File: src/rtl/ecc_pkg.sv
// Shared widths, calendar constants and calendar arithmetic functions.
package ecc_pkg;

    localparam int YEAR_W   = 12;
    localparam int MON_W    = 4;
    localparam int DAY_W    = 5;
    localparam int HOUR_W   = 5;
    localparam int MIN_W    = 6;
    localparam int SEC_W    = 6;
    localparam int WD_W     = 3;
    localparam int DAYS_W   = 20;   // epoch day count below 4096-01-01
    localparam int EDAYS_W  = 21;   // epoch day count of search candidates
    localparam int DOY_W    = 9;
    localparam int HMS_W    = 17;
    localparam int PROD_W   = 37;   // day count times seconds per day
    localparam int YSRCH_W  = 14;   // year arithmetic inside the search

    localparam int SECONDS_WIDTH_DEF = 36;

    localparam int SEC_PER_DAY  = 86400;
    localparam int SEC_PER_HOUR = 3600;
    localparam int SEC_PER_MIN  = 60;

    localparam logic [YEAR_W-1:0] EPOCH_YEAR = 12'd1970;
    localparam logic [21:0]       DB_EPOCH   = 22'd719528;  // days from year 0 to 1970
    localparam logic [PROD_W-1:0] END_SECS   = 37'd67090118400;  // 4096-01-01 00:00:00

    localparam logic [MON_W-1:0] MON_JAN = 4'd1;
    localparam logic [MON_W-1:0] MON_FEB = 4'd2;
    localparam logic [MON_W-1:0] MON_DEC = 4'd12;

    // floor(x / 100), exact for x below 43699
    function automatic logic [YSRCH_W-1:0] div100(input logic [YSRCH_W-1:0] x);
        logic [26:0] p;
        p = 27'(x) * 27'd5243;
        return YSRCH_W'(p >> 19);
    endfunction

    function automatic logic is_leap(input logic [YEAR_W-1:0] y);
        logic [YSRCH_W-1:0] q;
        logic [YSRCH_W-1:0] r;
        q = div100(YSRCH_W'(y));
        r = YSRCH_W'(y) - q * 14'd100;
        return (y[1:0] == 2'd0) && ((r != '0) || (q[1:0] == 2'd0));
    endfunction

    // days from 1970-01-01 to the first day of year y
    function automatic logic [EDAYS_W-1:0] epoch_days(input logic [YSRCH_W-1:0] y);
        logic [21:0] t;
        t = 22'(y) * 22'd365 + 22'((y + 14'd3) >> 2)
            + 22'(div100(y + 14'd399) >> 2) - 22'(div100(y + 14'd99)) - DB_EPOCH;
        return t[EDAYS_W-1:0];
    endfunction

    function automatic logic [DAY_W-1:0] month_len(input logic [MON_W-1:0] m,
                                                   input logic lp);
        logic [DAY_W-1:0] d;
        case (m)
            4'd1, 4'd3, 4'd5, 4'd7, 4'd8, 4'd10, 4'd12: d = 5'd31;
            4'd4, 4'd6, 4'd9, 4'd11:                    d = 5'd30;
            4'd2:                                       d = lp ? 5'd29 : 5'd28;
            default:                                    d = 5'd0;
        endcase
        return d;
    endfunction

    // days of the year that precede month m
    function automatic logic [DOY_W-1:0] days_before_month(input logic [MON_W-1:0] m,
                                                            input logic lp);
        logic [DOY_W-1:0] d;
        case (m)
            4'd1:    d = 9'd0;
            4'd2:    d = 9'd31;
            4'd3:    d = 9'd59;
            4'd4:    d = 9'd90;
            4'd5:    d = 9'd120;
            4'd6:    d = 9'd151;
            4'd7:    d = 9'd181;
            4'd8:    d = 9'd212;
            4'd9:    d = 9'd243;
            4'd10:   d = 9'd273;
            4'd11:   d = 9'd304;
            4'd12:   d = 9'd334;
            default: d = 9'd0;
        endcase
        return d + DOY_W'(lp && (m > MON_FEB));
    endfunction

    // x mod 7 by folding octal digits (8 is 1 mod 7)
    function automatic logic [WD_W-1:0] mod7(input logic [EDAYS_W-1:0] x);
        logic [5:0] s1;
        logic [3:0] s2;
        s1 = '0;
        for (int i = 0; i < 7; i++) begin
            s1 = s1 + 6'(x[3*i +: 3]);
        end
        s2 = 4'(s1[5:3]) + 4'(s1[2:0]);
        return (s2 >= 4'd7) ? 3'(s2 - 4'd7) : s2[2:0];
    endfunction

endpackage

File: src/rtl/ecc_yrsrch.sv
// Year search: binary search of the year offset, one offset bit per stage.
module ecc_yrsrch #(
    parameter int PW = 1
) (
    input  logic                      i_clk,
    input  logic                      i_rst_n,
    input  logic                      i_en,
    input  logic                      i_vld,
    input  logic [ecc_pkg::DAYS_W-1:0] i_days,
    input  logic [PW-1:0]             i_pl,
    output logic                      o_vld,
    output logic [ecc_pkg::YEAR_W-1:0] o_year,
    output logic [ecc_pkg::DOY_W-1:0]  o_doy,
    output logic [PW-1:0]             o_pl
);
    import ecc_pkg::*;

    localparam int NST = YEAR_W;

    logic [YEAR_W-1:0] r_off  [NST];
    logic [DAYS_W-1:0] r_rem  [NST];
    logic [DAYS_W-1:0] r_days [NST];
    logic [PW-1:0]     r_pl   [NST];
    logic [NST-1:0]    r_vld;

    for (genvar gk = 0; gk < NST; gk++) begin : g_st
        localparam int B = NST - 1 - gk;

        logic [YEAR_W-1:0]  w_off;
        logic [DAYS_W-1:0]  w_rem;
        logic [DAYS_W-1:0]  w_days;
        logic [PW-1:0]      w_pl;
        logic               w_vld;
        logic [YEAR_W-1:0]  w_cand;
        logic [EDAYS_W-1:0] w_ed;
        logic               w_take;

        if (gk == 0) begin : g_first
            assign w_off  = '0;
            assign w_rem  = i_days;
            assign w_days = i_days;
            assign w_pl   = i_pl;
            assign w_vld  = i_vld;
        end else begin : g_next
            assign w_off  = r_off[gk-1];
            assign w_rem  = r_rem[gk-1];
            assign w_days = r_days[gk-1];
            assign w_pl   = r_pl[gk-1];
            assign w_vld  = r_vld[gk-1];
        end

        assign w_cand = w_off | (YEAR_W'(1) << B);
        assign w_ed   = epoch_days(YSRCH_W'(EPOCH_YEAR) + YSRCH_W'(w_cand));
        assign w_take = w_ed <= EDAYS_W'(w_days);

        always_ff @(posedge i_clk) begin
            if (!i_rst_n) begin
                r_vld[gk] <= 1'b0;
            end else if (i_en) begin
                r_vld[gk] <= w_vld;
            end
            if (i_en) begin
                r_off[gk]  <= w_take ? w_cand : w_off;
                r_rem[gk]  <= w_take ? (w_days - w_ed[DAYS_W-1:0]) : w_rem;
                r_days[gk] <= w_days;
                r_pl[gk]   <= w_pl;
            end
        end
    end

    assign o_vld  = r_vld[NST-1];
    assign o_year = EPOCH_YEAR + r_off[NST-1];
    assign o_doy  = r_rem[NST-1][DOY_W-1:0];
    assign o_pl   = r_pl[NST-1];

endmodule

File: config.mk
export PLATFORM = sky130hd
export DESIGN_NAME = ecc_yrsrch
export DESIGN_NICKNAME = d
export VERILOG_FILES = /design/src/rtl/ecc_pkg.sv /design/src/rtl/ecc_yrsrch.sv
export SDC_FILE = /design/constraint.sdc
export NUM_CORES = 2
export LEC_CHECK = 0
export BUFFER_PORTS_ARGS = -buffer_cell sky130_fd_sc_hd__buf_2
export CAP_MARGIN = 30
export CORE_ASPECT_RATIO = 1.75
export CORE_MARGIN = 2
export CORE_UTILIZATION = 33
export DETAILED_ROUTE_END_ITERATION = 6
export GPL_TIMING_DRIVEN = 0
export PLACE_DENSITY = 0.51
export RECOVER_POWER = 50
export SYNTH_ARGS = -nofsm -noshare
export SYNTH_HDL_FRONTEND = slang
export SYNTH_SLANG_ARGS = --single-unit
File: constraint.sdc
create_clock -name i_clk -period 15.45 [get_ports i_clk]
set_input_delay 0.7725 -clock i_clk [delete_from_list [all_inputs] [get_ports i_clk]]
set_output_delay 0.7725 -clock i_clk [all_outputs]
set_load 0.01 [all_outputs]
==> results by group <==
Run status
  • Outcome: complete, but fails checks
  • Violated checks: capacitance limit, slew limit

Place
  • Detailed placement HPWL: 201 mm
  • PortBufs: 47
  • Inst Count DP: 12863
  • Placer Congestion: 0.929

Min path
  • Hold Crit Depth: 1
  • Origin of the worst min-delay path: i_days[10]
  • HP Class: in -> reg

Cells and area
  • Final std cells w/o fill: 12999
  • Share of cells above drive strength 1: 0.0445
  • # nets final: 12718
  • Area Growth Syn to Fin: 8.26%

Timing
  • Crit share post-route: 0.959
  • Minimum clock period: 14.81 ns
  • Hold Vio Cnt, Final: 0
  • Max Slew Vio Count: 68
  • Final Setup Violations: 0
  • Hold slack: 0.290 ns
  • Worst slew margin: -1.51
  • Worst-Margin Slew: 3.76 ns
  • Fmax: 0.0675 GHz
  • Final clock skew: 0.0459 ns

Global routing
  • Total GRT Usage: 0.163
  • Initial antenna violation count: 3
  • First-pass GRT wire length: 362 mm
  • Vias in the first global route: 68782
  • Largest net degree at the start of global routing: 121
  • Grt ovf: 0

Worst setup path
  • Reg-to-reg startpoint: r_off[4][14]
  • Max incr delay on CP: 0.57 ns
  • Crit path max fanout: 10
  • Critical path capture point type: flip-flop
  • Reg2Reg Depth: 53
  • RR Endpoint: r_rem[5][6]
  • R2R Setup Slk: 0.64 ns
  • Worst setup SP type: flip-flop
  • CP max stage cell: fa_1
  • CP startpoint: r_off[4][14]
  • CP required: 15.83 ns
  • WP data arrival: 15.19 ns
  • Kind of critical path: reg -> reg
  • Worst setup endpoint: r_rem[5][6]

Drt
  • Via count: 61682
  • Highest routing layer actually used: met5
  • Antenna Nets Post-Route: 0
  • Routed WL: 225 mm
  • Wire length on met3: 3.35 mm
  • DRC: 0
  • Initial DRC count: 1807
  • DR WL/cell: 17.3 microns
  • 1st-pass router iterations: 6
  • Via density: 4.75
  • Met2 wire length: 131 mm
  • Routed length on met1: 75.4 mm

Clock tree
  • CTS root buf: clkbuf_16
  • Clk_lat worst skew: 0.68 ns
  • CTS tree: done
  • Number of CTS-inserted buffers: 51
  • CTS Sinks: 430
  • CTS clk-pin slew, worst paths: 0.06 ns
  • Max Root-Sink Buffers: 3
  • H-tree levels: 2

Job
  • Max-Cap Viols: 1

Floorplan
  • Core Box Area: 275000 sq um
  • Chip height: 699 microns
  • Ports: 48
  • Die span in x: 401 microns
  • Num rows: 255
  • Initial Util: 0.331
  • Area of the die: 280000 sq um

Logic synthesis
  • Synth area leaders: ha_1 32%, fa_1 22%, edfxtp_1 14%, inv_1 10%, xnor2_1 3.8%
  • Synth cell types: 92
  • Post-synthesis cell area: 91100 sq um
  • Number of synthesized flops with an enable pin: 418
  • Async SR Flop Fraction: 0
  • Register area share after synthesis: 0.140
  • Most common cell in the synthesized netlist: inv_1
  • Mean Syn Cell Area: 9.92 sq um
  • Flops & latches, synth: 430
  • Post-synth top area cell: ha_1
  • Syn Inst Count: 9182
  • Post-synth top area share: 0.318
  • Synth Flop Type: edfxtp_1
  • Commonest cells post-synth: 2462 x inv_1, 2314 x ha_1, 1022 x fa_1, 418 x edfxtp_1, 399 x xnor2_1
  • Synth Warn #: 0
-- routing by layer --
layer	global-route usage	vias to the layer above
met4	0.0904	2
met5	0	-
li1	-	30192
met3	0.00880	473
met1	0.151	30266
met2	0.343	749
-- worst min-delay path by stage --
stage | slack, ns | endpoint
detailed placement | 0.41 | r_pl[1][0]
finish | 0.29 | r_days[0][10]
global route | 0.25 | r_days[0][10]
floorplan | 0.40 | r_pl[0][1]
CTS | 0.23 | r_days[0][12]
global placement | 0.41 | r_pl[1][0]
-- critical path, delay by kind of cell, from the launching register on --
family | cells | cell delay (ns)
AND/OR/NAND/NOR | 9 | 1.89
flip-flops | 1 | 0.53
buffers and inverters | 10 | 1.36
multiplexers | 2 | 0.55
adder cells (fa/ha/maj) | 15 | 6.05
AO/OA/AOI/OAI | 14 | 3.29
XOR/XNOR | 3 | 0.81
-- sequential cells by signal, indices dropped and copies added (netlist names) --
signal / flops
o_vld: 1
r_rem: 108
g_st.w_vld: 11
r_off: 78
r_pl: 12
r_days: 220
-- cell usage in the layout (no fill, tap or decap), drive strengths merged, types with 50 or more instances in the layout --
master and n:
a21o 147, a21oi 336, buf 112, clkbuf 96
edfxtp 418, fa 1022, ha 2314, inv 2471
mux2 98, nand2 205, nand3 99, nor2 281
nor2b 76, nor3 100, o21a 70, o21ai 206
o21bai 50, xnor2 401, xor2 236
-- through the flow --
step / setup slack (ns) / cell area [sq um] / setup TNS (ns) / util
2_1_floorplan: 2.31 / 91100 / 0 / -
3_3_place_gp: -0.854 / 95800 / -32.88 / 0.348
3_5_place_dp: -1.00 / 96200 / -27.39 / 0.350
4_1_cts: 0.0260 / 98200 / 0 / 0.357
5_1_grt: -0.0875 / 98600 / -0.853 / 0.359
6_report: 0.637 / 98600 / 0 / 0.359
-- area by class of cell --
type                    instances  area, sq um
clock buffers                  52         1280
flip-flops and latches        430        12800
inverters                    2466         9280
clock inverters                44          556
fillers                     27763       176000
well taps                    3598         4500
multi-input cells            6252        69200
diodes                          1         2.50
plain buffers                  37          175
repair buffers                119          826
-- logic make-up after synthesis --
family,after synthesis,synth area share
DFF,430,0.140
buffers and inverters,2503,0.104
AOI/OAI and AO/OA,1098,0.0783
other,2,0.0000825
and+or+nand+nor,1035,0.0564
muxes,141,0.0172
adders and majority gates,3336,0.543
xor gates and xnor gates,637,0.0615
-- what timing repair did --
item,4_1_cts,5_1_grt
pin swaps,1,4
buffers inserted,8,29
gates resized for setup,14,47
endpoints found under the setup margin,40,69
hold buffers,0,0
Power is left out: the tool's default activity adds up to more than one toggle a clock period on the data nets, which glitch-free logic cannot reach.
