--- src/rtl/ecc_divc.sv ---
// Pipelined divider by a constant: pre-shift, reciprocal multiplication, remainder.
module ecc_divc #(
    parameter int DW  = 17,
    parameter int QW  = 5,
    parameter int DIV = 3600,
    parameter int PW  = 1,
    localparam int DVW = $clog2(DIV + 1)
) (
    input  logic           i_clk,
    input  logic           i_rst_n,
    input  logic           i_en,
    input  logic           i_vld,
    input  logic [DW-1:0]  i_num,
    input  logic [PW-1:0]  i_pl,
    output logic           o_vld,
    output logic [QW-1:0]  o_q,
    output logic [DVW-1:0] o_rem,
    output logic [PW-1:0]  o_pl
);
    // power-of-two factor of the divisor
    function automatic int trail_zeros(input int v);
        int n;
        int w;
        n = 0;
        w = v;
        while ((w > 1) && ((w & 1) == 0)) begin
            w = w >> 1;
            n++;
        end
        return n;
    endfunction

    localparam int SH  = trail_zeros(DIV);
    localparam int OD  = DIV >> SH;     // odd part of the divisor
    localparam int NW  = DW - SH;       // numerator width after the pre-shift
    localparam int LW  = $clog2(OD);
    localparam int KW  = NW + LW;
    // ceil(2^KW / OD): exact floor quotient for every NW-bit numerator
    localparam longint MAG = ((longint'(1) << KW) + longint'(OD) - longint'(1))
                             / longint'(OD);
    localparam int MW  = $clog2(MAG + 1);
    localparam int PRW = NW + MW;

    logic [NW-1:0]  w_xs;
    logic [QW-1:0]  w_q;
    logic [DW-1:0]  w_rem;

    logic [PRW-1:0] r_prod;
    logic [DW-1:0]  r_num1;
    logic [DW-1:0]  r_num2;
    logic [QW-1:0]  r_q2;
    logic [DW-1:0]  r_qd2;
    logic [QW-1:0]  r_q3;
    logic [DVW-1:0] r_rem3;
    logic [PW-1:0]  r_pl1;
    logic [PW-1:0]  r_pl2;
    logic [PW-1:0]  r_pl3;
    logic [2:0]     r_vld;

    assign w_xs  = i_num[DW-1:SH];
    assign w_q   = QW'(r_prod >> KW);
    assign w_rem = r_num2 - r_qd2;

    always_ff @(posedge i_clk) begin
        if (!i_rst_n) begin
            r_vld <= '0;
        end else if (i_en) begin
            r_vld <= {r_vld[1:0], i_vld};
        end
        if (i_en) begin
            // stage 1: reciprocal product
            r_prod <= PRW'(w_xs) * PRW'(MAG);
            r_num1 <= i_num;
            r_pl1  <= i_pl;
            // stage 2: quotient and quotient times divisor
            r_q2   <= w_q;
            r_qd2  <= DW'(w_q) * DW'(DIV);
            r_num2 <= r_num1;
            r_pl2  <= r_pl1;
            // stage 3: remainder
            r_q3   <= r_q2;
            r_rem3 <= w_rem[DVW-1:0];
            r_pl3  <= r_pl2;
        end
    end

    assign o_vld = r_vld[2];
    assign o_q   = r_q3;
    assign o_rem = r_rem3;
    assign o_pl  = r_pl3;

endmodule

--- config.mk ---
export PLATFORM = sky130hd
export DESIGN_NAME = ecc_divc
export DESIGN_NICKNAME = d
export VERILOG_FILES = /design/src/rtl/ecc_divc.sv
export SDC_FILE = /design/constraint.sdc
export NUM_CORES = 1
export LEC_CHECK = 0
export ABC_AREA = 0
export BUFFER_PORTS_ARGS = -buffer_cell sky130_fd_sc_hd__buf_2
export CAP_MARGIN = 20
export CORE_MARGIN = 2
export CORE_UTILIZATION = 65
export CTS_CLUSTER_SIZE = 40
export DETAILED_ROUTE_END_ITERATION = 6
export GPL_ROUTABILITY_DRIVEN = 0
export GPL_TIMING_DRIVEN = 0
export HOLD_SLACK_MARGIN = 0.15
export PLACE_DENSITY = 0.82
export SYNTH_ARGS = -nofsm -noshare
export SYNTH_HDL_FRONTEND = slang
export SYNTH_SLANG_ARGS = --single-unit
export TNS_END_PERCENT = 100
--- constraint.sdc ---
create_clock -name i_clk -period 9 [get_ports i_clk]
set_input_delay 0.9 -clock i_clk [delete_from_list [all_inputs] [get_ports i_clk]]
set_output_delay 0.9 -clock i_clk [all_outputs]
set_load 0.1 [all_outputs]
==> metrics.txt, run 1 <==
post-synthesis sequential area ratio 39.13%; Post-synth ARST share 0%; biggest fanout along the worst timing path 8; core occupancy in the finished layout 74.25%; run status completed; post-detailed-placement half-perimeter wirelength 5766 µm; H-Tree Depth 3; aggregate routed wire length 7123 µm; Crit path required time 9.08 ns; Least-Margin Pin Slew 0.5524 ns; internal power of the cells 0.7148 mW; Routed wire per std cell 14.33 µm; Layout Area Growth over Synthesis 12.09%; Slew Limit Fails 0; largest stage delay on the critical path 0.53 ns; net count of the finished layout 559; slowest library cell on the worst path fa_1; I/O pin count 41; switching share of power 40.15%; global-route usage over all layers 21.76%; number of nets produced by synthesis 507; CP top delay family adder cells; total clock buffers created by CTS 9; summed negative setup slack over all endpoints 0 ns; RSZ-0062 raised after global routing no; Worst Hold Depth 0; area of combinational cells with multiple inputs 2401 µm²; Flop pwr share 31.6%; post-CTS sizing 0; peak supply drop 0.1326 mV; Tmin final 4.982 ns; setup violators final 0; pin count of the biggest net entering global routing 36; area enclosed by the die boundary 7525 µm²; number of maximum-capacitance violations 0; number of vias after detailed routing 2714; root buffer cell clkbuf_8; Fillers 455; number of instances in the synthesized netlist 360; global-route wire length before repair 12410 µm; ANT cells 0; Switch Pwr 0.4795 mW; Min-Delay Path Class register to register; ys flop type edfxtp_1; critical setup path kind input port to register; Worst Hold Endpoint r_num2[8]; most frequent cells in the layout ha_1 (94), inv_1 (82), edfxtp_1 (56), buf_2 (40), fa_1 (31); Max Clock Freq 0.2007 GHz; Cell variety after synth 35; count of unresolved DRC violations after routing 0; number of synthesized flops with an enable pin 56; starting utilization of the core area 66.24%; vias in the first global route 2824; row count 30; Post-CTS Setup Repair Bufs 0; warning count from the yosys run 0; hold-fix buffer count after cts 0; wire length the detailed router placed on met1 2867 µm; Worst-Skew Late Latency 0.34 ns; sequential cell area 1742 µm²; startpoint of the worst hold path r_num1[8]; most frequent cell on the critical path inv_1; reg2reg start r_q2[0]; cells along the critical path buf_2 > inv_1 > ha_1 > inv_1 > ha_1 > inv_1 > fa_1 > inv_1 > fa_1 > inv_1 > fa_1 > inv_1 > ha_1 > nand3_1 > a21o_1 > a31oi_1 > o31a_1 > nor4_1 > a311o_1; setup slack, reg-to-reg 6.99 ns; die width 86.75 µm; number of synthesized register bits 59; crit share post-route 55.36%; dominant cell type by area after synthesis edfxtp_1; number of antenna violations at the first check in global routing 0; input/output buffers 40; share of power burned in the clock network 21.5%; leakage power summed over all cells 2.470 nW; category of the worst setup path capture point register; count of antenna-violating nets left after detailed routing 0; DRC marker count from the first detailed-route iteration 91; total number of clock tree sinks 59; first-pass iteration count of the detailed router 4; area share of the leading cell type in the synthesized netlist 37.78%; number of cells on the worst reg-to-reg path 8; layout cells sized above 1 13.43%; Comb power frac 46.9%; syn avg cell area 12.36 µm²; Congestion Overflow GR 0; Relative slew margins 63.17%; detailed-routed wire length on met3 218 µm; CTS tree built; clock-pin slew of the registers on the worst-case setup and hold paths 0.07 ns; Die H 86.75 µm; worst reg2reg endpoint o_rem[10]; kind of start point of the critical path input port; count of final hold-check violations 0; post-synthesis instance area 4451 µm²; DR vias/cell 5.461; top routing layer used met4; Met2 Wirelength 3932 µm; worst path buffer plus inverter count 7; maximum root-to-sink buffer count 2; leading cell type in the layout, fill and taps excluded ha_1; Setup Skew 0.01254 ns; largest cells by area after synthesis edfxtp_1 (38%), ha_1 (26%), fa_1 (14%), inv_1 (6.9%), xnor2_1 (1.6%); Crit path arrival time 5.06 ns; power density of the placed cells 239.4 nW/µm²; core box area 6719 µm²
==> synthesized netlist by cell type (3+ instances only) <==
master     n
dfxtp_1    3
nor2_1     9
ha_1      94
edfxtp_1  56
mux2i_1    4
nor2b_1    6
nor3_1     3
fa_1      31
nand3_1    5
a21oi_1   13
nand2_1    4
a21o_1     4
o21ai_0   10
xnor2_1    8
xor2_1     5
inv_1     82
==> worst max path at each step <==
| stage | cells past startpoint | end | startpoint | slack [ns] |
|---|---|---|---|---|
| 6_report | 19 | r_prod[22] | i_num[9] | 4.02 |
| 5_1_grt | 19 | r_prod[22] | i_num[9] | 3.81 |
| 4_1_cts | 19 | r_prod[22] | i_num[9] | 4.04 |
| 3_5_place_dp | 19 | r_prod[22] | i_num[9] | 3.69 |
| 3_3_place_gp | 19 | r_prod[22] | i_num[9] | 3.79 |
| 2_1_floorplan | 18 | r_prod[22] | i_num[9] | 4.35 |
==> power groups by stage <==
stage	sequential, mW	clock, mW	combinational, mW
after global placement	0.382	0	0.533
final	0.377	0.257	0.560
after CTS	0.378	0.262	0.567
after global routing	0.383	0.271	0.644
after detailed placement	0.384	0	0.562
after floorplan	0.494	0	0.328
==> per-layer routing <==
layer / track usage, % / up-vias
li1: - / 1340
met1: 24.57 / 1310
met2: 41.40 / 55
met3: 3.905 / 9
met4: 6.676 / 0
met5: 0 / -
==> area by class of cell <==
cell class	count	area share, %
Sequential cell	59	34.91
Clock inverter	6	1.806
Tap cell	80	2.007
Timing Repair Buffer	41	4.414
Clock buffer	10	2.558
Multi-Input combinational cell	219	48.13
Inverter	82	6.170
==> kinds of logic after synthesis <==
group | count (synthesis) | synth area share, %
simple gates | 39 | 4.751
mux | 4 | 0.8997
flops | 59 | 39.13
buf+inv | 82 | 6.916
xor+xnor | 13 | 2.558
compound gates | 38 | 5.370
fa+ha+maj | 125 | 40.37
==> worst reg2reg max path: cells and delay by family, from the launching register on <==
kind / cells / cell delay [ns]
flops: 1 / 0.44
simple gates: 2 / 0.26
xor+xnor: 1 / 0.12
fa+ha+maj: 2 / 0.65
compound gates: 3 / 0.29
==> registers in the layout, summed over array words and instances, names as in the netlist <==
| register | cells |
|---|---|
| o_q | 5 |
| r_pl2 | 1 |
| r_num2 | 12 |
| r_pl1 | 1 |
| r_q2 | 4 |
| r_vld | 3 |
| o_rem | 12 |
| r_qd2 | 3 |
| r_num1 | 9 |
| r_prod | 8 |
| o_pl | 1 |
==> per-stage QoR <==
step	worst slack, ns	instances	total power, mW	area (µm²)	hold WS (ns)
final	4.018	497	1.194	4989	0.4120
after global routing	3.811	497	1.297	4989	0.4160
after CTS	4.035	497	1.207	4989	0.4162
after detailed placement	3.688	481	0.9456	4771	0.4045
after global placement	3.790	480	0.9149	4751	0.4006
after floorplan	4.354	360	0.8218	4451	0.4003
No activity file was read; power rests on OpenSTA's default activity.
==> run 2: changes to the inputs <==
Settings changed: ABC_AREA 0 to 1, CORE_UTILIZATION 65 to 61, PLACE_DENSITY 0.82 to 0.77.
Clock period 9 ns to 5.2 ns, I/O delays scaled along.
==> metrics.txt, run 2 <==
Min-Delay Path Class input port to register; DRC marker count from the first detailed-route iteration 115 (+26%); final critical-path setup slack 1.022 ns (-2.996 ns); largest stage delay on the critical path 0.53 ns (about the same); Relative slew margins 66.16% (+3.0 points); count of unresolved DRC violations after routing 0 (unchanged); startpoint of the worst hold path i_num[3]; CTS tree built; count of antenna-violating nets left after detailed routing 0 (unchanged); hold-fix buffer count after cts 0 (unchanged); busiest grt layer met2; net count of the finished layout 712 (+27%); category of the worst setup path capture point register; internal power of the cells 1.317 mW (+84%); peak supply drop 0.1779 mV (+34%); vias in the first global route 3460 (+23%); number of vias after detailed routing 3365 (+24%); worst reg2reg endpoint o_rem[10]; fraction of met2 tracks used by global routing 42.56% (+1.2 points); Routed wire per std cell 12.63 µm (-12%); setup slack, reg-to-reg 3.49 ns (-3.50 ns); CP top delay family adder cells; post-detailed-placement half-perimeter wirelength 7082 µm (+23%); core occupancy in the finished layout 70.93% (-3.3 points); row count 32 (+6.7%); Crit. path cell count 20 (+1); post-synthesis sequential area ratio 35.11% (-4.0 points); area enclosed by the die boundary 8870 µm² (+18%); syn avg cell area 9.671 µm² (-22%); input/output buffers 40 (unchanged); most common cell in the netlist inv_1; number of instances in the synthesized netlist 513 (+43%); number of maximum-capacitance violations 0 (unchanged); dominant cell type by area after synthesis edfxtp_1; Post-synth ARST share 0% (unchanged); Post-CTS Setup Repair Bufs 0 (unchanged); maximum root-to-sink buffer count 2 (unchanged); layout cells sized above 1 13.51% (+0.080 points); crit path launch i_num[9]; post-synthesis compound-gate area fraction 2.371% (-3.0 points); total number of clock tree sinks 59 (unchanged); Worst Setup EP r_prod[25]; number of nets produced by synthesis 660 (+30%); number of cells on the worst reg-to-reg path 6 (-2); power after layout 2.341 mW (+96%); global-route usage over all layers 21.50% (-0.27 points); share of power burned in the clock network 19.7% (-1.8 points); mux cell area share after synthesis 0% (-0.90 points); Switch Pwr 1.024 mW (+110%); I/O pin count 41 (unchanged); ys flop type edfxtp_1; area share of the leading cell type in the synthesized netlist 33.90% (-3.9 points); Fillers 603 (+33%); Setup Skew 0.005567 ns (-0.006968 ns); first-pass iteration count of the detailed router 4 (unchanged); leading cell type in the layout, fill and taps excluded inv_1; summed negative setup slack over all endpoints 0 ns (unchanged); kind of start point of the critical path input port; worst path buffer plus inverter count 8 (+1); Congestion Overflow GR 0 (unchanged); Cell variety after synth 27 (-23%); crit share post-route 80.34%; post-synthesis instance area 4961 µm² (+11%); Max Clock Freq 0.2394 GHz; Die H 94.18 µm (+8.6%); pin count of the biggest net entering global routing 61 (+69%); Slew Limit Fails 0 (unchanged); number of synthesized flops with an enable pin 56 (unchanged); number of antenna violations at the first check in global routing 0 (unchanged); starting utilization of the core area 63.54% (-2.7 points); switching share of power 43.75% (+3.6 points); power density of the placed cells 422.7 nW/µm² (+77%); Placed Area 5289 µm² (+11%); run status completed; RSZ-0062 raised after global routing no; Crit path required time 5.28 ns (-3.80 ns); leakage power summed over all cells 2.970 nW (+20%); met3 global-route usage 3.130% (-0.77 points); Worst Hold Depth 1 (+1); number of synthesized register bits 59 (unchanged); root buffer cell clkbuf_8; most frequent cells in the layout inv_1 (126), nand2_1 (112), ha_1 (94), edfxtp_1 (56), buf_2 (40); Comb power frac 52.9% (+6.0 points); Flop pwr share 27.3% (-4.3 points); aggregate routed wire length 8490 µm (+19%); reg2reg start r_q2[0]; warning count from the yosys run 0 (unchanged); largest family of logic cells by synthesized area adder cells; count of final hold-check violations 0 (unchanged); setup violators final 0 (unchanged); critical setup path kind input port to register; total clock buffers created by CTS 9 (unchanged); biggest fanout along the worst timing path 8 (unchanged); largest cells by area after synthesis edfxtp_1 (34%), ha_1 (24%), fa_1 (13%), inv_1 (9.5%), nand2_1 (8.5%); post-synthesis xor/xnor area fraction 1.942% (-0.62 points); cells along the critical path buf_2 > inv_1 > ha_1 > inv_1 > ha_1 > inv_1 > fa_1 > inv_1 > fa_1 > inv_1 > fa_1 > inv_1 > ha_1 > nand2_1 > nor2_1 > inv_1 > nor2_1 > nand3_2 > nand4_1 > nand2_1; Adder-Cell Fraction of Synth Area 36.22% (-4.2 points); Worst-Skew Late Latency 0.32 ns (-0.02 ns); most frequent cell on the critical path inv_1; slowest library cell on the worst path fa_1; pre-CTS setup slack 0.7281 ns (-2.960 ns); post-synthesis simple-gate area fraction 14.07% (+9.3 points); H-Tree Depth 3 (unchanged); post-route cell area 5538 µm² (+11%); clock-pin slew of the registers on the worst-case setup and hold paths 0.06 ns (about the same); top cells by instance count after synthesis inv_1 (126), nand2_1 (112), ha_1 (94); global-route wire length before repair 14600 µm (+18%); Tmin final 4.178 ns; ANT cells 0 (unchanged); Least-Margin Pin Slew 0.5076 ns (-0.04485 ns); Layout Area Growth over Synthesis 11.63%; met1 capacity usage during global routing 22.42% (-2.1 points); post-CTS sizing 0 (unchanged); die width 94.18 µm (+8.6%); core box area 7807 µm² (+16%); DR vias/cell 5.007 (-8.3%); Crit path arrival time 4.26 ns (-0.80 ns)
==> run 2: cell count changes in the layout (fill, tap and decap cells not counted), moves of 4 or more <==
cell / previous run / this run
nor2_2: 0 / 4
inv_1: 82 / 126
o21ai_0: 10 / 3
nand4_1: 1 / 5
inv_2: 0 / 7
nor2_1: 9 / 20
nor2b_1: 6 / 0
mux2i_1: 4 / 0
nand2_1: 4 / 112
==> run 2: stage by stage <==
stage | hold WS, ns | std cells
floorplan | 0.4003 | 513
global route | 0.3482 | 672
CTS | 0.3528 | 671
global placement | 0.4004 | 655
finish | 0.3692 | 672
detailed placement | 0.4045 | 655
==> run 2: cells by family after synthesis <==
kind of cell / count (synthesis)
DFF: 59
xor gates and xnor gates: 11
adders and majority gates: 125
and+or+nand+nor: 161
AOI/OAI and AO/OA: 21
buffers and inverters: 136
==> run 2: routing by layer <==
metal	part of all wire (%)	vias up	routed length [µm]
li1	-	1710	-
met3	3.3	22	280
met4	2.5	0	212
met2	55	70	4707
met5	0	-	0
met1	39	1563	3288
==> run 2: power groups by stage <==
| stage | Sequential (mW) | Clock, mW | Combinational [mW] |
|---|---|---|---|
| 2_1_floorplan | 0.828 | 0 | 0.811 |
| 3_3_place_gp | 0.647 | 0 | 1.20 |
| 3_5_place_dp | 0.652 | 0 | 1.24 |
| 4_1_cts | 0.642 | 0.472 | 1.24 |
| 5_1_grt | 0.648 | 0.494 | 1.42 |
| 6_report | 0.640 | 0.462 | 1.24 |
==> run 2: worst min path at each step <==
stage                       endpoint  slack [ns]
after floorplan                 o_pl        0.40
after global placement     r_num2[8]        0.40
after detailed placement  r_num2[11]        0.40
after CTS                      r_pl1        0.35
after global routing       r_num1[1]        0.35
final                      r_num1[3]        0.37
==> run 2: layout make-up <==
cell class              instances  area, µm²  share of cell area, %
multi-input cells             318       2709                  48.92
repair buffers                 41      220.2                  3.976
clock inverters                 4      73.82                  1.333
well taps                     102      127.6                  2.305
inverters                     136      510.5                  9.218
clock buffers                  12      155.1                  2.802
flip-flops and latches         59       1742                  31.45
==> run 2: worst reg2reg max path: stages, from the launching register on <==
cell,delay (ns)
edfxtp_1,0.44
ha_1,0.25
fa_1,0.41
inv_1,0.09
nand4_1,0.12
nand3_1,0.11
xor2_1,0.06
==> run 3: changes to the inputs <==
Clock period 5.2 ns to 4.3 ns, I/O delays scaled along.
==> metrics.txt, run 3 (same netlist as run 2, synthesis figures left out) <==
power after layout 2.833 mW (+21%); critical setup path kind input port to register; leakage power summed over all cells 2.970 nW (about the same); post-route cell area 5540 µm² (about the same); category of the worst setup path capture point register; Worst Hold Depth 1 (unchanged); hold-fix buffer count after cts 0 (unchanged); total number of clock tree sinks 59 (unchanged); Worst-Skew Late Latency 0.32 ns (about the same); input/output buffers 40 (unchanged); reg2reg start r_q2[0]; first-pass iteration count of the detailed router 4 (unchanged); power density of the placed cells 511.3 nW/µm² (+21%); Relative slew margins 66.05% (-0.11 points); summed negative setup slack over all endpoints 0 ns (unchanged); Comb power frac 53.0% (about the same); pin count of the biggest net entering global routing 61 (unchanged); core occupancy in the finished layout 70.96% (about the same); Die H 94.18 µm (unchanged); most frequent cells in the layout inv_1 (126), nand2_1 (112), ha_1 (94), edfxtp_1 (56), buf_2 (40); root buffer cell clkbuf_8; RSZ-0062 raised after global routing no; share of power burned in the clock network 19.7% (about the same); CTS tree built; Layout Area Growth over Synthesis 11.68% (about the same); peak supply drop 0.2148 mV (+21%); leading cell type in the layout, fill and taps excluded inv_1; Placed Area 5289 µm² (unchanged); Post-CTS Setup Repair Bufs 0 (unchanged); Flop pwr share 27.3% (about the same); final critical-path setup slack 0.2285 ns (-0.7938 ns); Least-Margin Pin Slew 0.5092 ns (+0.001617 ns); vias in the first global route 3460 (unchanged); net count of the finished layout 712 (unchanged); startpoint of the worst hold path i_num[3]; internal power of the cells 1.593 mW (+21%); global-route wire length before repair 14600 µm (unchanged); Slew Limit Fails 0 (unchanged); post-CTS sizing 0 (unchanged); Max Clock Freq 0.2456 GHz; layout cells sized above 1 13.68% (+0.18 points); Crit path arrival time 4.16 ns (-0.10 ns); maximum root-to-sink buffer count 2 (unchanged); starting utilization of the core area 63.54% (unchanged); DR vias/cell 5.012 (about the same); biggest fanout along the worst timing path 8 (unchanged); pre-CTS setup slack -0.08190 ns (-0.8100 ns); number of cells on the worst reg-to-reg path 6 (unchanged); post-detailed-placement half-perimeter wirelength 7082 µm (unchanged); Fillers 603 (unchanged); Routed wire per std cell 12.63 µm (about the same); number of antenna violations at the first check in global routing 0 (unchanged); count of final hold-check violations 0 (unchanged); area enclosed by the die boundary 8870 µm² (unchanged); total clock buffers created by CTS 9 (unchanged); number of maximum-capacitance violations 0 (unchanged); worst hold margin 0.2793 ns (-0.08994 ns); DRC marker count from the first detailed-route iteration 116 (+0.87%); Inst Count DP 655 (unchanged); count of antenna-violating nets left after detailed routing 0 (unchanged); crit path launch i_num[9]; run status completed; I/O pin count 41 (unchanged); ANT cells 0 (unchanged); number of vias after detailed routing 3368 (+0.089%); setup violators final 0 (unchanged); count of unresolved DRC violations after routing 0 (unchanged); count of placed standard cells in the final layout, fillers left out 672 (unchanged); Min-Delay Path Class input port to register; row count 32 (unchanged); clock-pin slew of the registers on the worst-case setup and hold paths 0.06 ns (about the same); switching share of power 43.76% (about the same); core box area 7807 µm² (unchanged); die width 94.18 µm (unchanged); kind of start point of the critical path input port; Setup Skew 0.006028 ns (+0.0004602 ns); aggregate routed wire length 8488 µm (about the same); Congestion Overflow GR 0 (unchanged); Crit path required time 4.38 ns (-0.90 ns); crit share post-route 94.69%; global-route usage over all layers 21.50% (unchanged); Tmin final 4.071 ns; Switch Pwr 1.240 mW (+21%); H-Tree Depth 3 (unchanged)
==> run 3: changes by cell type in the layout (fill, tap and decap cells not counted) <==
cell    previous run  this run
nor2_1            20        19
nor2_2             4         5
==> run 3: layout make-up <==
type	count	area, µm²	share of cell area, %
well taps	102	127.6	2.304
flip-flops and latches	59	1742	31.44
clock buffers	12	155.1	2.800
repair buffers	41	220.2	3.975
multi-input cells	318	2711	48.94
inverters	136	510.5	9.214
clock inverters	4	73.82	1.332
==> run 3: final timing paths <==
check | endpoint | slack, ns
min | r_num1[3] | 0.28
min reg2reg | r_num2[4] | 0.41
max | r_prod[23] | 0.23
max reg2reg | o_rem[10] | 2.59
==> run 3: critical path, cell delays in order <==
cell and delay (ns):
buf_2 0.24, inv_1 0.08, ha_1 0.28, inv_1 0.04
ha_1 0.27, inv_1 0.05, fa_1 0.47, inv_1 0.06
fa_1 0.53, inv_1 0.06, fa_1 0.52, inv_1 0.04
ha_1 0.30, nand2_1 0.12, nor2_1 0.19, nand2_1 0.09
nand3b_2 0.23, nand4_1 0.11, nand2_1 0.05
==> run 3: metal layers <==
layer / global-route usage, % / wire length (µm) / vias to the layer above
met4: 8.333 / 235 / 0
met5: 0 / 0 / -
met3: 3.130 / 241 / 24
met1: 22.42 / 3329 / 1564
met2: 42.56 / 4681 / 70
li1: - / - / 1710
==> run 3: power groups by stage <==
| stage | registers, mW | logic (mW) | clock network, mW |
|---|---|---|---|
| 5_1_grt | 0.783 | 1.72 | 0.597 |
| 2_1_floorplan | 1.00 | 0.980 | 0 |
| 3_3_place_gp | 0.783 | 1.45 | 0 |
| 6_report | 0.774 | 1.50 | 0.558 |
| 3_5_place_dp | 0.788 | 1.50 | 0 |
| 4_1_cts | 0.776 | 1.51 | 0.570 |
