`src/rtl/ecc_pkg.sv`:
```
// Shared widths, calendar constants and calendar arithmetic functions.
package ecc_pkg;

    localparam int YEAR_W   = 12;
    localparam int MON_W    = 4;
    localparam int DAY_W    = 5;
    localparam int HOUR_W   = 5;
    localparam int MIN_W    = 6;
    localparam int SEC_W    = 6;
    localparam int WD_W     = 3;
    localparam int DAYS_W   = 20;   // epoch day count below 4096-01-01
    localparam int EDAYS_W  = 21;   // epoch day count of search candidates
    localparam int DOY_W    = 9;
    localparam int HMS_W    = 17;
    localparam int PROD_W   = 37;   // day count times seconds per day
    localparam int YSRCH_W  = 14;   // year arithmetic inside the search

    localparam int SECONDS_WIDTH_DEF = 36;

    localparam int SEC_PER_DAY  = 86400;
    localparam int SEC_PER_HOUR = 3600;
    localparam int SEC_PER_MIN  = 60;

    localparam logic [YEAR_W-1:0] EPOCH_YEAR = 12'd1970;
    localparam logic [21:0]       DB_EPOCH   = 22'd719528;  // days from year 0 to 1970
    localparam logic [PROD_W-1:0] END_SECS   = 37'd67090118400;  // 4096-01-01 00:00:00

    localparam logic [MON_W-1:0] MON_JAN = 4'd1;
    localparam logic [MON_W-1:0] MON_FEB = 4'd2;
    localparam logic [MON_W-1:0] MON_DEC = 4'd12;

    // floor(x / 100), exact for x below 43699
    function automatic logic [YSRCH_W-1:0] div100(input logic [YSRCH_W-1:0] x);
        logic [26:0] p;
        p = 27'(x) * 27'd5243;
        return YSRCH_W'(p >> 19);
    endfunction

    function automatic logic is_leap(input logic [YEAR_W-1:0] y);
        logic [YSRCH_W-1:0] q;
        logic [YSRCH_W-1:0] r;
        q = div100(YSRCH_W'(y));
        r = YSRCH_W'(y) - q * 14'd100;
        return (y[1:0] == 2'd0) && ((r != '0) || (q[1:0] == 2'd0));
    endfunction

    // days from 1970-01-01 to the first day of year y
    function automatic logic [EDAYS_W-1:0] epoch_days(input logic [YSRCH_W-1:0] y);
        logic [21:0] t;
        t = 22'(y) * 22'd365 + 22'((y + 14'd3) >> 2)
            + 22'(div100(y + 14'd399) >> 2) - 22'(div100(y + 14'd99)) - DB_EPOCH;
        return t[EDAYS_W-1:0];
    endfunction

    function automatic logic [DAY_W-1:0] month_len(input logic [MON_W-1:0] m,
                                                   input logic lp);
        logic [DAY_W-1:0] d;
        case (m)
            4'd1, 4'd3, 4'd5, 4'd7, 4'd8, 4'd10, 4'd12: d = 5'd31;
            4'd4, 4'd6, 4'd9, 4'd11:                    d = 5'd30;
            4'd2:                                       d = lp ? 5'd29 : 5'd28;
            default:                                    d = 5'd0;
        endcase
        return d;
    endfunction

    // days of the year that precede month m
    function automatic logic [DOY_W-1:0] days_before_month(input logic [MON_W-1:0] m,
                                                            input logic lp);
        logic [DOY_W-1:0] d;
        case (m)
            4'd1:    d = 9'd0;
            4'd2:    d = 9'd31;
            4'd3:    d = 9'd59;
            4'd4:    d = 9'd90;
            4'd5:    d = 9'd120;
            4'd6:    d = 9'd151;
            4'd7:    d = 9'd181;
            4'd8:    d = 9'd212;
            4'd9:    d = 9'd243;
            4'd10:   d = 9'd273;
            4'd11:   d = 9'd304;
            4'd12:   d = 9'd334;
            default: d = 9'd0;
        endcase
        return d + DOY_W'(lp && (m > MON_FEB));
    endfunction

    // x mod 7 by folding octal digits (8 is 1 mod 7)
    function automatic logic [WD_W-1:0] mod7(input logic [EDAYS_W-1:0] x);
        logic [5:0] s1;
        logic [3:0] s2;
        s1 = '0;
        for (int i = 0; i < 7; i++) begin
            s1 = s1 + 6'(x[3*i +: 3]);
        end
        s2 = 4'(s1[5:3]) + 4'(s1[2:0]);
        return (s2 >= 4'd7) ? 3'(s2 - 4'd7) : s2[2:0];
    endfunction

endpackage

```
`src/rtl/ecc_mon.sv`:
```
// Month walk: one stage for each month from January to November, subtracting month lengths from the day of year.
module ecc_mon #(
    parameter int PW = 1
) (
    input  logic                       i_clk,
    input  logic                       i_rst_n,
    input  logic                       i_en,
    input  logic                       i_vld,
    input  logic [ecc_pkg::YEAR_W-1:0] i_year,
    input  logic [ecc_pkg::DOY_W-1:0]  i_doy,
    input  logic [PW-1:0]              i_pl,
    output logic                       o_vld,
    output logic [ecc_pkg::YEAR_W-1:0] o_year,
    output logic [ecc_pkg::MON_W-1:0]  o_month,
    output logic [ecc_pkg::DAY_W-1:0]  o_day,
    output logic [PW-1:0]              o_pl
);
    import ecc_pkg::*;

    localparam int NST = 11;

    logic [YEAR_W-1:0] r_year [NST];
    logic [MON_W-1:0]  r_mon  [NST];
    logic [DOY_W-1:0]  r_doy  [NST];
    logic [NST-1:0]    r_lp;
    logic [PW-1:0]     r_pl   [NST];
    logic [NST-1:0]    r_vld;

    for (genvar gk = 0; gk < NST; gk++) begin : g_st
        localparam logic [MON_W-1:0] MK = MON_W'(gk + 1);

        logic [YEAR_W-1:0] w_year;
        logic [MON_W-1:0]  w_mon;
        logic [DOY_W-1:0]  w_doy;
        logic              w_lp;
        logic [PW-1:0]     w_pl;
        logic              w_vld;
        logic [DOY_W-1:0]  w_len;
        logic              w_step;

        if (gk == 0) begin : g_first
            assign w_year = i_year;
            assign w_mon  = MON_JAN;
            assign w_doy  = i_doy;
            assign w_lp   = is_leap(i_year);
            assign w_pl   = i_pl;
            assign w_vld  = i_vld;
        end else begin : g_next
            assign w_year = r_year[gk-1];
            assign w_mon  = r_mon[gk-1];
            assign w_doy  = r_doy[gk-1];
            assign w_lp   = r_lp[gk-1];
            assign w_pl   = r_pl[gk-1];
            assign w_vld  = r_vld[gk-1];
        end

        assign w_len  = DOY_W'(month_len(MK, w_lp));
        assign w_step = (w_mon == MK) && (w_doy >= w_len);

        always_ff @(posedge i_clk) begin
            if (!i_rst_n) begin
                r_vld[gk] <= 1'b0;
            end else if (i_en) begin
                r_vld[gk] <= w_vld;
            end
            if (i_en) begin
                r_year[gk] <= w_year;
                r_mon[gk]  <= w_step ? (MK + MON_W'(1)) : w_mon;
                r_doy[gk]  <= w_step ? (w_doy - w_len) : w_doy;
                r_lp[gk]   <= w_lp;
                r_pl[gk]   <= w_pl;
            end
        end
    end

    assign o_vld   = r_vld[NST-1];
    assign o_year  = r_year[NST-1];
    assign o_month = r_mon[NST-1];
    assign o_day   = DAY_W'(r_doy[NST-1]) + DAY_W'(1);
    assign o_pl    = r_pl[NST-1];

endmodule

```
`config.mk`:
```
export PLATFORM = sky130hd
export DESIGN_NAME = ecc_mon
export DESIGN_NICKNAME = d
export VERILOG_FILES = /design/src/rtl/ecc_pkg.sv /design/src/rtl/ecc_mon.sv
export SDC_FILE = /design/constraint.sdc
export NUM_CORES = 1
export LEC_CHECK = 0
export CAP_MARGIN = 40
export CORE_MARGIN = 2
export CORE_UTILIZATION = 28
export DETAILED_ROUTE_END_ITERATION = 6
export DONT_BUFFER_PORTS = 1
export PLACE_DENSITY_LB_ADDON = 0.08
export RECOVER_POWER = 50
export SYNTH_ARGS = -nofsm -noshare
export SYNTH_HDL_FRONTEND = slang
export SYNTH_SLANG_ARGS = --single-unit
```
`constraint.sdc`:
```
create_clock -name i_clk -period 25 [get_ports i_clk]
set_input_delay 7.5 -clock i_clk [delete_from_list [all_inputs] [get_ports i_clk]]
set_output_delay 7.5 -clock i_clk [all_outputs]
set_load 0.005 [all_outputs]
```
==> implementation parameters, run 1 <==
Parameter                              Value

Clocking
  Number of buffers created by CTS ... 37
  Root cell of the clock tree ... sky130_fd_sc_hd__clkbuf_16
  Clock net sink count ... 286
  Clock tree buffer depth ... 3
  H-tree Lvls ... 2
  Post-CTS Setup Inserts ... 0
  Clock latency on the worst-skew pair ... 0.55 ns
  Number of gates resized after CTS ... 0
  Quantity of hold-fixing buffers added after cts ... 0
  TritonCTS clock tree ... yes
  Clock-pin slew of the registers on the worst-case setup and hold paths ... 0.07 ns

Yosys
  Register area share after synthesis ... 58.88%
  Post-synth top area cell ... sky130_fd_sc_hd__edfxtp_1
  Most area-consuming cells after synthesis ... sky130_fd_sc_hd__edfxtp_1 57%, sky130_fd_sc_hd__ha_1 11%, sky130_fd_sc_hd__fa_1 6.3%
  Synth Register Bits ... 286
  Cell types with the highest counts after synthesis ... 275 x sky130_fd_sc_hd__edfxtp_1, 130 x sky130_fd_sc_hd__ha_1, 128 x sky130_fd_sc_hd__inv_1, 59 x sky130_fd_sc_hd__xnor2_1, 46 x sky130_fd_sc_hd__nand2_1
  Most used DFF post-synth ... sky130_fd_sc_hd__edfxtp_1
  Count of unique library cells instantiated by Yosys ... 60
  Post-synthesis cell area ... 14400 µm²
  Share of async-settable or async-resettable flops after synthesis ... 0%
  Area share of the largest cell type after synthesis ... 57.35%
  Gate Count Post-Synth ... 1024
  EDFF count, synth ... 275
  Synthesized area divided by synthesized cell count ... 14.06 µm²
  Count of synthesis-stage warnings from yosys ... 0
  Dominant cell by count in the synthesized netlist ... sky130_fd_sc_hd__edfxtp_1
  Post-synth net total ... 1225

Die
  Initial standard-cell utilization of the core ... 28.18%
  Placeable core area ... 51090 µm²
  Row cnt ... 83
  Die W ... 230.8 µm
  # IOs ... 49
  Die extent in y ... 230.8 µm
  Full die area ... 53260 µm²

STA
  Max Fclk ... 67.88 MHz
  Final clock period utilization by the worst path ... 58.93%
  Worst slew margin relative to its limit ... -68.73%
  Worst-margin pin slew ... 2.467 ns
  Clock skew ... 0.02547 ns
  Final critical path time including I/O delays and setup ... 14.73 ns
  Hold Vio Cnt, Final ... 0
  Final number of max-transition violations ... 11
  RSZ-0062 raised after global routing ... no
  Setup TNS ... 0 ns
  Setup Viol. Count Final ... 0
  Post-Route Hold Slack ... 0.4122 ns

Power and ir drop
  Switching share of power ... 34.60%
  Clock power share ... 26.6%
  Power density over cell area ... 113.8 nW/µm²
  Reported net switching power ... 0.6391 mW
  Share of power burned in combinational logic ... 41.6%
  Maximum VDD drop ... 0.1053 mV
  Sequential share of power ... 31.8%
  Internal power contribution ... 1.208 mW
  Cell leakage power ... 6.308 nW

Layout
  P&R area growth vs syn ... 12.69%
  Final cell utilization of the core ... 31.76%
  Share of layout cells above drive strength 1 ... 5.794%
  Final standard cell area without fillers ... 16230 µm²
  Diodes inserted ... 0
  Filler Cells Inserted ... 5115
  Number of nets in the layout ... 1245
  Sequential Area ... 8478 µm²
  Multi-input gate area in the final layout ... 5296 µm²
  Final cell count without fillers ... 1750

Setup path
  Critical Setup Path Class ... primary input to flip-flop
  Data required time of the critical path ... 25.28 ns
  Crit end category ... flip-flop
  End of the worst register-to-register path ... r_doy[9][7]
  Critical path startpoint category ... primary input
  Largest driver fanout on the critical path ... 7
  Critical Path AT ... 15.02 ns
  Startpoint of the worst-slack reg-to-reg timing path ... r_doy[8][2]
  Register-to-register setup slack ... 21.30 ns
  Register-to-Register Path Depth ... 6

Detailed routing
  Average routed wire per standard cell ... 14.88 µm
  DRC violation count after routing ... 0
  Via/cell ratio ... 4.176
  Number of routed nets with antenna violations ... 0
  Vias ... 7308
  Final routed wirelength across all metal layers ... 26040 µm
  Iteration-0 DRC Markers ... 316
  Drt first pass iters ... 4

Hold path
  Type of the worst min-delay path ... flip-flop to flip-flop
  Worst-case hold path end point ... r_year[7][2]
  Worst Hold Depth ... 0
  Hold_sp ... r_year[6][2]

GRT
  Total global routing overflow ... 0
  GRT Resource Usage Total ... 10.18%
  First-pass GRT wire length ... 42400 µm
  Number of global-route vias before repair ... 7662
  Maximum number of pins on one net before global-route repair ... 287
  Initial antenna violation count ... 0

Place
  Port Buf Inserts ... 0
  Placed cells ... 1685
  Total cell area at the placement stage ... 15180 µm²
  Placed wire-length estimate after detailed placement ... 18010 µm
  Routability congestion estimate from global placement ... 0.7604

Status
  Run status ... finished with violations
  Violations in the final reports ... capacitance limit, slew limit

Flow run
  # Max-Cap Violations ... 2
critical path, cell delays in order:
cell and delay [ns]:
sky130_fd_sc_hd__inv_1 0.03, sky130_fd_sc_hd__fa_1 0.57, sky130_fd_sc_hd__fa_1 0.44, sky130_fd_sc_hd__fa_1 0.52, sky130_fd_sc_hd__inv_1 0.05, sky130_fd_sc_hd__fa_1 0.54
sky130_fd_sc_hd__inv_1 0.06, sky130_fd_sc_hd__fa_1 0.52, sky130_fd_sc_hd__inv_1 0.04, sky130_fd_sc_hd__ha_1 0.28, sky130_fd_sc_hd__nand4_1 0.11, sky130_fd_sc_hd__o32ai_1 0.44
sky130_fd_sc_hd__o311a_1 0.38, sky130_fd_sc_hd__a21o_1 0.24, sky130_fd_sc_hd__xor2_1 0.31, sky130_fd_sc_hd__ha_1 0.30, sky130_fd_sc_hd__ha_1 0.30, sky130_fd_sc_hd__ha_1 0.29
sky130_fd_sc_hd__ha_1 0.33, sky130_fd_sc_hd__nor2b_1 0.14, sky130_fd_sc_hd__o21ai_0 0.19, sky130_fd_sc_hd__nand2_1 0.10, sky130_fd_sc_hd__xnor2_1 0.17, sky130_fd_sc_hd__ha_1 0.29
sky130_fd_sc_hd__or3_1 0.38, sky130_fd_sc_hd__a221oi_1 0.27, sky130_fd_sc_hd__a31o_2 0.15, sky130_fd_sc_hd__a41oi_1 0.09
state kept, by name, summed over array words and instances (netlist names):
signal / flops
o_vld: 1
r_year: 132
g_st.w_vld: 10
r_pl: 11
r_mon: 36
r_doy: 95
g_st.w_lp: 1
stage by stage:
step                total power [mW]  setup WS, ns
floorplan                      1.190         10.17
global placement               1.380         9.761
detailed placement             1.373         9.608
CTS                            1.888         10.25
global route                   2.022         9.835
finish                         1.847         10.27
cell type report:
cell class / instances / area share (%)
clock buffer: 50 / 6.137
clock inverter: 15 / 0.7556
inverter: 128 / 2.961
multi-input combinational: 590 / 32.64
sequential: 286 / 52.24
tap: 680 / 5.243
timing repair buffer: 1 / 0.02313
cell usage in the layout, fill, tap and decap left out, types with 4 or more instances in the layout:
| cell type | instances |
|---|---|
| sky130_fd_sc_hd__o21ai_0 | 11 |
| sky130_fd_sc_hd__nor2b_1 | 22 |
| sky130_fd_sc_hd__nor4_1 | 9 |
| sky130_fd_sc_hd__o21a_1 | 4 |
| sky130_fd_sc_hd__nor3_1 | 19 |
| sky130_fd_sc_hd__a211oi_1 | 7 |
| sky130_fd_sc_hd__mux2i_1 | 14 |
| sky130_fd_sc_hd__and3_1 | 9 |
| sky130_fd_sc_hd__clkbuf_16 | 38 |
| sky130_fd_sc_hd__a21o_1 | 5 |
| sky130_fd_sc_hd__inv_1 | 128 |
| sky130_fd_sc_hd__xnor2_1 | 59 |
| sky130_fd_sc_hd__or3_1 | 5 |
| sky130_fd_sc_hd__clkinv_1 | 8 |
| sky130_fd_sc_hd__nand3b_1 | 5 |
| sky130_fd_sc_hd__nand2b_1 | 11 |
| sky130_fd_sc_hd__xor2_1 | 33 |
| sky130_fd_sc_hd__nand4_1 | 21 |
| sky130_fd_sc_hd__clkbuf_1 | 13 |
| sky130_fd_sc_hd__fa_1 | 45 |
| sky130_fd_sc_hd__mux2_2 | 7 |
| sky130_fd_sc_hd__edfxtp_1 | 275 |
| sky130_fd_sc_hd__nand2_1 | 46 |
| sky130_fd_sc_hd__nand3_1 | 20 |
| sky130_fd_sc_hd__ha_1 | 130 |
| sky130_fd_sc_hd__nor2_1 | 28 |
| sky130_fd_sc_hd__o211ai_1 | 6 |
| sky130_fd_sc_hd__a21oi_1 | 20 |
| sky130_fd_sc_hd__or2_2 | 6 |
| sky130_fd_sc_hd__o31ai_1 | 7 |
| sky130_fd_sc_hd__dfxtp_1 | 11 |
how the worst max path moves through the flow:
stage	start	to	cells after the start
after global placement	i_year[6]	g_st[1].w_lp	29
after detailed placement	i_year[6]	g_st[1].w_lp	29
after floorplan	i_year[6]	g_st[1].w_lp	29
after CTS	i_year[6]	g_st[1].w_lp	29
final	i_year[6]	g_st[1].w_lp	28
after global routing	i_year[6]	g_st[1].w_lp	28
kinds of logic after synthesis:
family	synth area share [%]
and+or+nand+nor	8.202
muxes	1.599
buffers and inverters	3.858
adders and majority gates	17.55
xor gates and xnor gates	5.596
DFF	58.88
AOI/OAI and AO/OA	4.319
routing by layer:
metal	part of all wire [%]	global-route usage [%]	wire, µm	up-vias
li1	-	-	-	3713
met1	47	13.08	12130	3458
met2	46	16.52	12010	89
met3	3.9	2.372	1007	48
met4	3.4	4.173	894	0
met5	0	0	0	-
power by group through the flow:
stage	clock, mW	combinational (mW)	sequential, mW
after floorplan	0	0.600	0.590
after global placement	0	0.783	0.597
after detailed placement	0	0.776	0.597
after CTS	0.518	0.782	0.587
after global routing	0.533	0.897	0.591
final	0.492	0.769	0.587
Power figures use the tool's default switching activity.
==> run 2: changes to the inputs <==
ABC_AREA = 1   (was default)
clock period = 15 ns   (was 25 ns; I/O delays follow)
==> run 2 against run 1 <==
The flow now finishes without violations. Largest cell class unchanged. Die area is 5.6% higher. Via count rose by 19%. Critical path type unchanged. Sequential share of layout area decreased by 2.3 points. Cell area up 4.7%. Worst hold slack got worse by 0.0028 ns. Area after synthesis up 5.7%. Clock skew hardly changed.
==> implementation parameters, run 2 <==
Parameter                              Value

STA
  Worst-margin pin slew ... 0.4872 ns
  Clock skew ... 0.02531 ns
  Worst slew margin relative to its limit ... 67.22%
  Final critical path time including I/O delays and setup ... 11.19 ns
  RSZ-0062 raised after global routing ... no
  Final clock period utilization by the worst path ... 74.59%
  Final number of max-transition violations ... 0
  Fin worst setup slack ... 3.812 ns
  Setup TNS ... 0 ns
  Setup Viol. Count Final ... 0
  Post-Route Hold Slack ... 0.4093 ns
  Hold Vio Cnt, Final ... 0
  Max Fclk ... 89.38 MHz

Place
  Routability congestion estimate from global placement ... 0.8219
  Setup slack at placement ... 3.270 ns
  Placed cells ... 2026
  Placed wire-length estimate after detailed placement ... 19420 µm
  Port Buf Inserts ... 0

GRT
  GRT Resource Usage Total ... 10.15%
  Maximum number of pins on one net before global-route repair ... 288
  Total global routing overflow ... 0
  Met2 capacity usage during global routing ... 17.81%
  Initial antenna violation count ... 0
  Fraction of met1 tracks used by global routing ... 12.08%
  First-pass GRT wire length ... 45610 µm
  Number of global-route vias before repair ... 9118
  Most utilized layer in the global route result ... met2
  Met3 Use GR ... 2.436%

Power and ir drop
  Switching share of power ... 40.88%
  Internal power contribution ... 2.025 mW
  Reported net switching power ... 1.400 mW
  Sequential share of power ... 28.3%
  Maximum VDD drop ... 0.1137 mV
  Share of power burned in combinational logic ... 48.7%
  Cell leakage power ... 7.315 nW
  Clock power share ... 23.0%
  Power density over cell area ... 201.6 nW/µm²

Yosys
  Synth Register Bits ... 286
  Cell types with the highest counts after synthesis ... 275 x sky130_fd_sc_hd__edfxtp_1, 243 x sky130_fd_sc_hd__inv_1, 214 x sky130_fd_sc_hd__nand2_1, 130 x sky130_fd_sc_hd__ha_1, 108 x sky130_fd_sc_hd__nor2_1
  Register area share after synthesis ... 55.71%
  Post-synth net total ... 1549
  Most used DFF post-synth ... sky130_fd_sc_hd__edfxtp_1
  Count of unique library cells instantiated by Yosys ... 44
  Post-synthesis cell area ... 15220 µm²
  Share of async-settable or async-resettable flops after synthesis ... 0%
  Most area-consuming cells after synthesis ... sky130_fd_sc_hd__edfxtp_1 54%, sky130_fd_sc_hd__ha_1 11%, sky130_fd_sc_hd__inv_1 6.0%
  EDFF count, synth ... 275
  Synthesized area divided by synthesized cell count ... 11.29 µm²
  Dominant cell by count in the synthesized netlist ... sky130_fd_sc_hd__edfxtp_1
  Gate Count Post-Synth ... 1348
  Count of synthesis-stage warnings from yosys ... 0
  Area share of the largest cell type after synthesis ... 54.27%
  Post-synth top area cell ... sky130_fd_sc_hd__edfxtp_1

Setup path
  Largest stage delay, worst path ... 0.58 ns
  CP dominant cell by count ... sky130_fd_sc_hd__nand2_1
  Critical-path cell with the highest stage delay ... sky130_fd_sc_hd__fa_1
  Critical path startpoint category ... primary input
  Register-to-register setup slack ... 12.72 ns
  Crit end category ... flip-flop
  Critical Setup Path Class ... primary input to flip-flop
  Critical Path AT ... 11.47 ns
  Cell family with most CP delay ... adder cells
  Sum of buffers and inverters on the critical path ... 5
  Largest driver fanout on the critical path ... 7
  Data required time of the critical path ... 15.28 ns

Clocking
  Clock tree buffer depth ... 3
  Number of gates resized after CTS ... 0
  TritonCTS clock tree ... yes
  Clock-pin slew of the registers on the worst-case setup and hold paths ... 0.05 ns
  Clock net sink count ... 286
  Post-CTS Setup Inserts ... 0
  Number of buffers created by CTS ... 36
  H-tree Lvls ... 2
  Clock latency on the worst-skew pair ... 0.53 ns
  Quantity of hold-fixing buffers added after cts ... 0
  Root cell of the clock tree ... sky130_fd_sc_hd__clkbuf_16

Detailed routing
  Via/cell ratio ... 4.166
  Final routed wirelength across all metal layers ... 27270 µm
  Number of routed nets with antenna violations ... 0
  Average routed wire per standard cell ... 13.05 µm
  DRC violation count after routing ... 0
  Drt first pass iters ... 5
  Vias ... 8702
  Iteration-0 DRC Markers ... 366

Layout
  Flip-flop count of the largest register, all copies and words added ... 132
  Register ranked first by flip-flop count ... r_year
  Diodes inserted ... 0
  Share of layout cells above drive strength 1 ... 4.523%
  Number of nets in the layout ... 1569
  Commonest cells after routing, fill and taps aside ... 275 x sky130_fd_sc_hd__edfxtp_1, 247 x sky130_fd_sc_hd__inv_1, 222 x sky130_fd_sc_hd__nand2_1
  Most common cell after layout, fill and taps aside ... sky130_fd_sc_hd__edfxtp_1
  Final cell count without fillers ... 2089
  Final cell utilization of the core ... 31.57%
  Largest registers in the final layout ... r_year (132), r_doy (95), r_mon (36)
  Filler Cells Inserted ... 5518
  P&R area growth vs syn ... 11.63%

Die
  Full die area ... 56230 µm²
  Die W ... 237.1 µm
  Placeable core area ... 53810 µm²
  Initial standard-cell utilization of the core ... 28.28%
  Die extent in y ... 237.1 µm
  Row cnt ... 85
  # IOs ... 49

Flow run
  # Max-Cap Violations ... 0

Hold path
  Type of the worst min-delay path ... flip-flop to flip-flop

Status
  Run status ... finished, final reports clean
-- run 2: cell count changes after synthesis, sizes merged, moves of 8 or more --
cell,previous run,this run
a21oi,20,34
and3,10,2
inv,128,250
mux2i,14,0
nand2,46,227
nand2b,11,0
nand3,20,67
nor2,28,117
nor2b,22,0
nor3,19,8
o21ai,11,37
xnor2,59,27
xor2,33,53
-- run 2: power groups by stage --
stage                     combinational (mW)  sequential, mW  clock, mW
after floorplan                         1.28           0.979          0
after global placement                  1.71           0.985          0
after detailed placement                1.68           0.986          0
after CTS                               1.70           0.969      0.834
after global routing                    1.98           0.975      0.865
final                                   1.67           0.969      0.788
-- run 2: path summary, 6_finish.rpt --
check,start,endpoint,cells past startpoint
setup / recovery,i_year[6],g_st[1].w_lp,38
setup reg to reg,r_doy[1][1],r_doy[2][7],10
hold / removal,r_year[4][11],r_year[5][11],0
hold reg to reg,r_year[4][11],r_year[5][11],0
-- run 2: layout make-up --
cell class | instances | area (µm²) | share of cell area [%]
clock buffer | 47 | 952.2 | 5.605
clock inverter | 16 | 121.4 | 0.7144
multi-input combinational | 794 | 5624 | 33.11
tap | 696 | 870.8 | 5.126
sequential | 286 | 8478 | 49.91
inverter | 250 | 940.9 | 5.539
-- run 2: cell families (layout without fill, tap and decap cells) --
logic type	count (synthesis)	count (layout)	synth area share, %
and+or+nand+nor	449	449	13.01
DFF	286	286	55.71
muxes	2	2	0.1480
buffers and inverters	268	313	6.660
AOI/OAI and AO/OA	88	88	3.256
adders and majority gates	175	175	16.61
xor gates and xnor gates	80	80	4.605
-- run 2: per-layer routing --
metal	vias up	share of wire [%]
met5	-	0
met4	0	2.7
met3	45	4.1
met1	4058	45
met2	108	48
li1	4491	-
-- run 2: through the flow --
| stage | area, µm² | total power [mW] |
|---|---|---|
| finish | 16990 | 3.424 |
| global route | 16990 | 3.816 |
| CTS | 17090 | 3.500 |
| detailed placement | 16020 | 2.670 |
| global placement | 16020 | 2.696 |
| floorplan | 15220 | 2.262 |
-- run 2: worst reg2reg max path, delay by kind of cell, from the launching register on --
family,cells,cell delay [ns]
adder cells (fa/ha/maj),1,0.23
XOR/XNOR,1,0.13
flip-flops,1,0.43
AND/OR/NAND/NOR,7,0.90
buffers and inverters,1,0.34
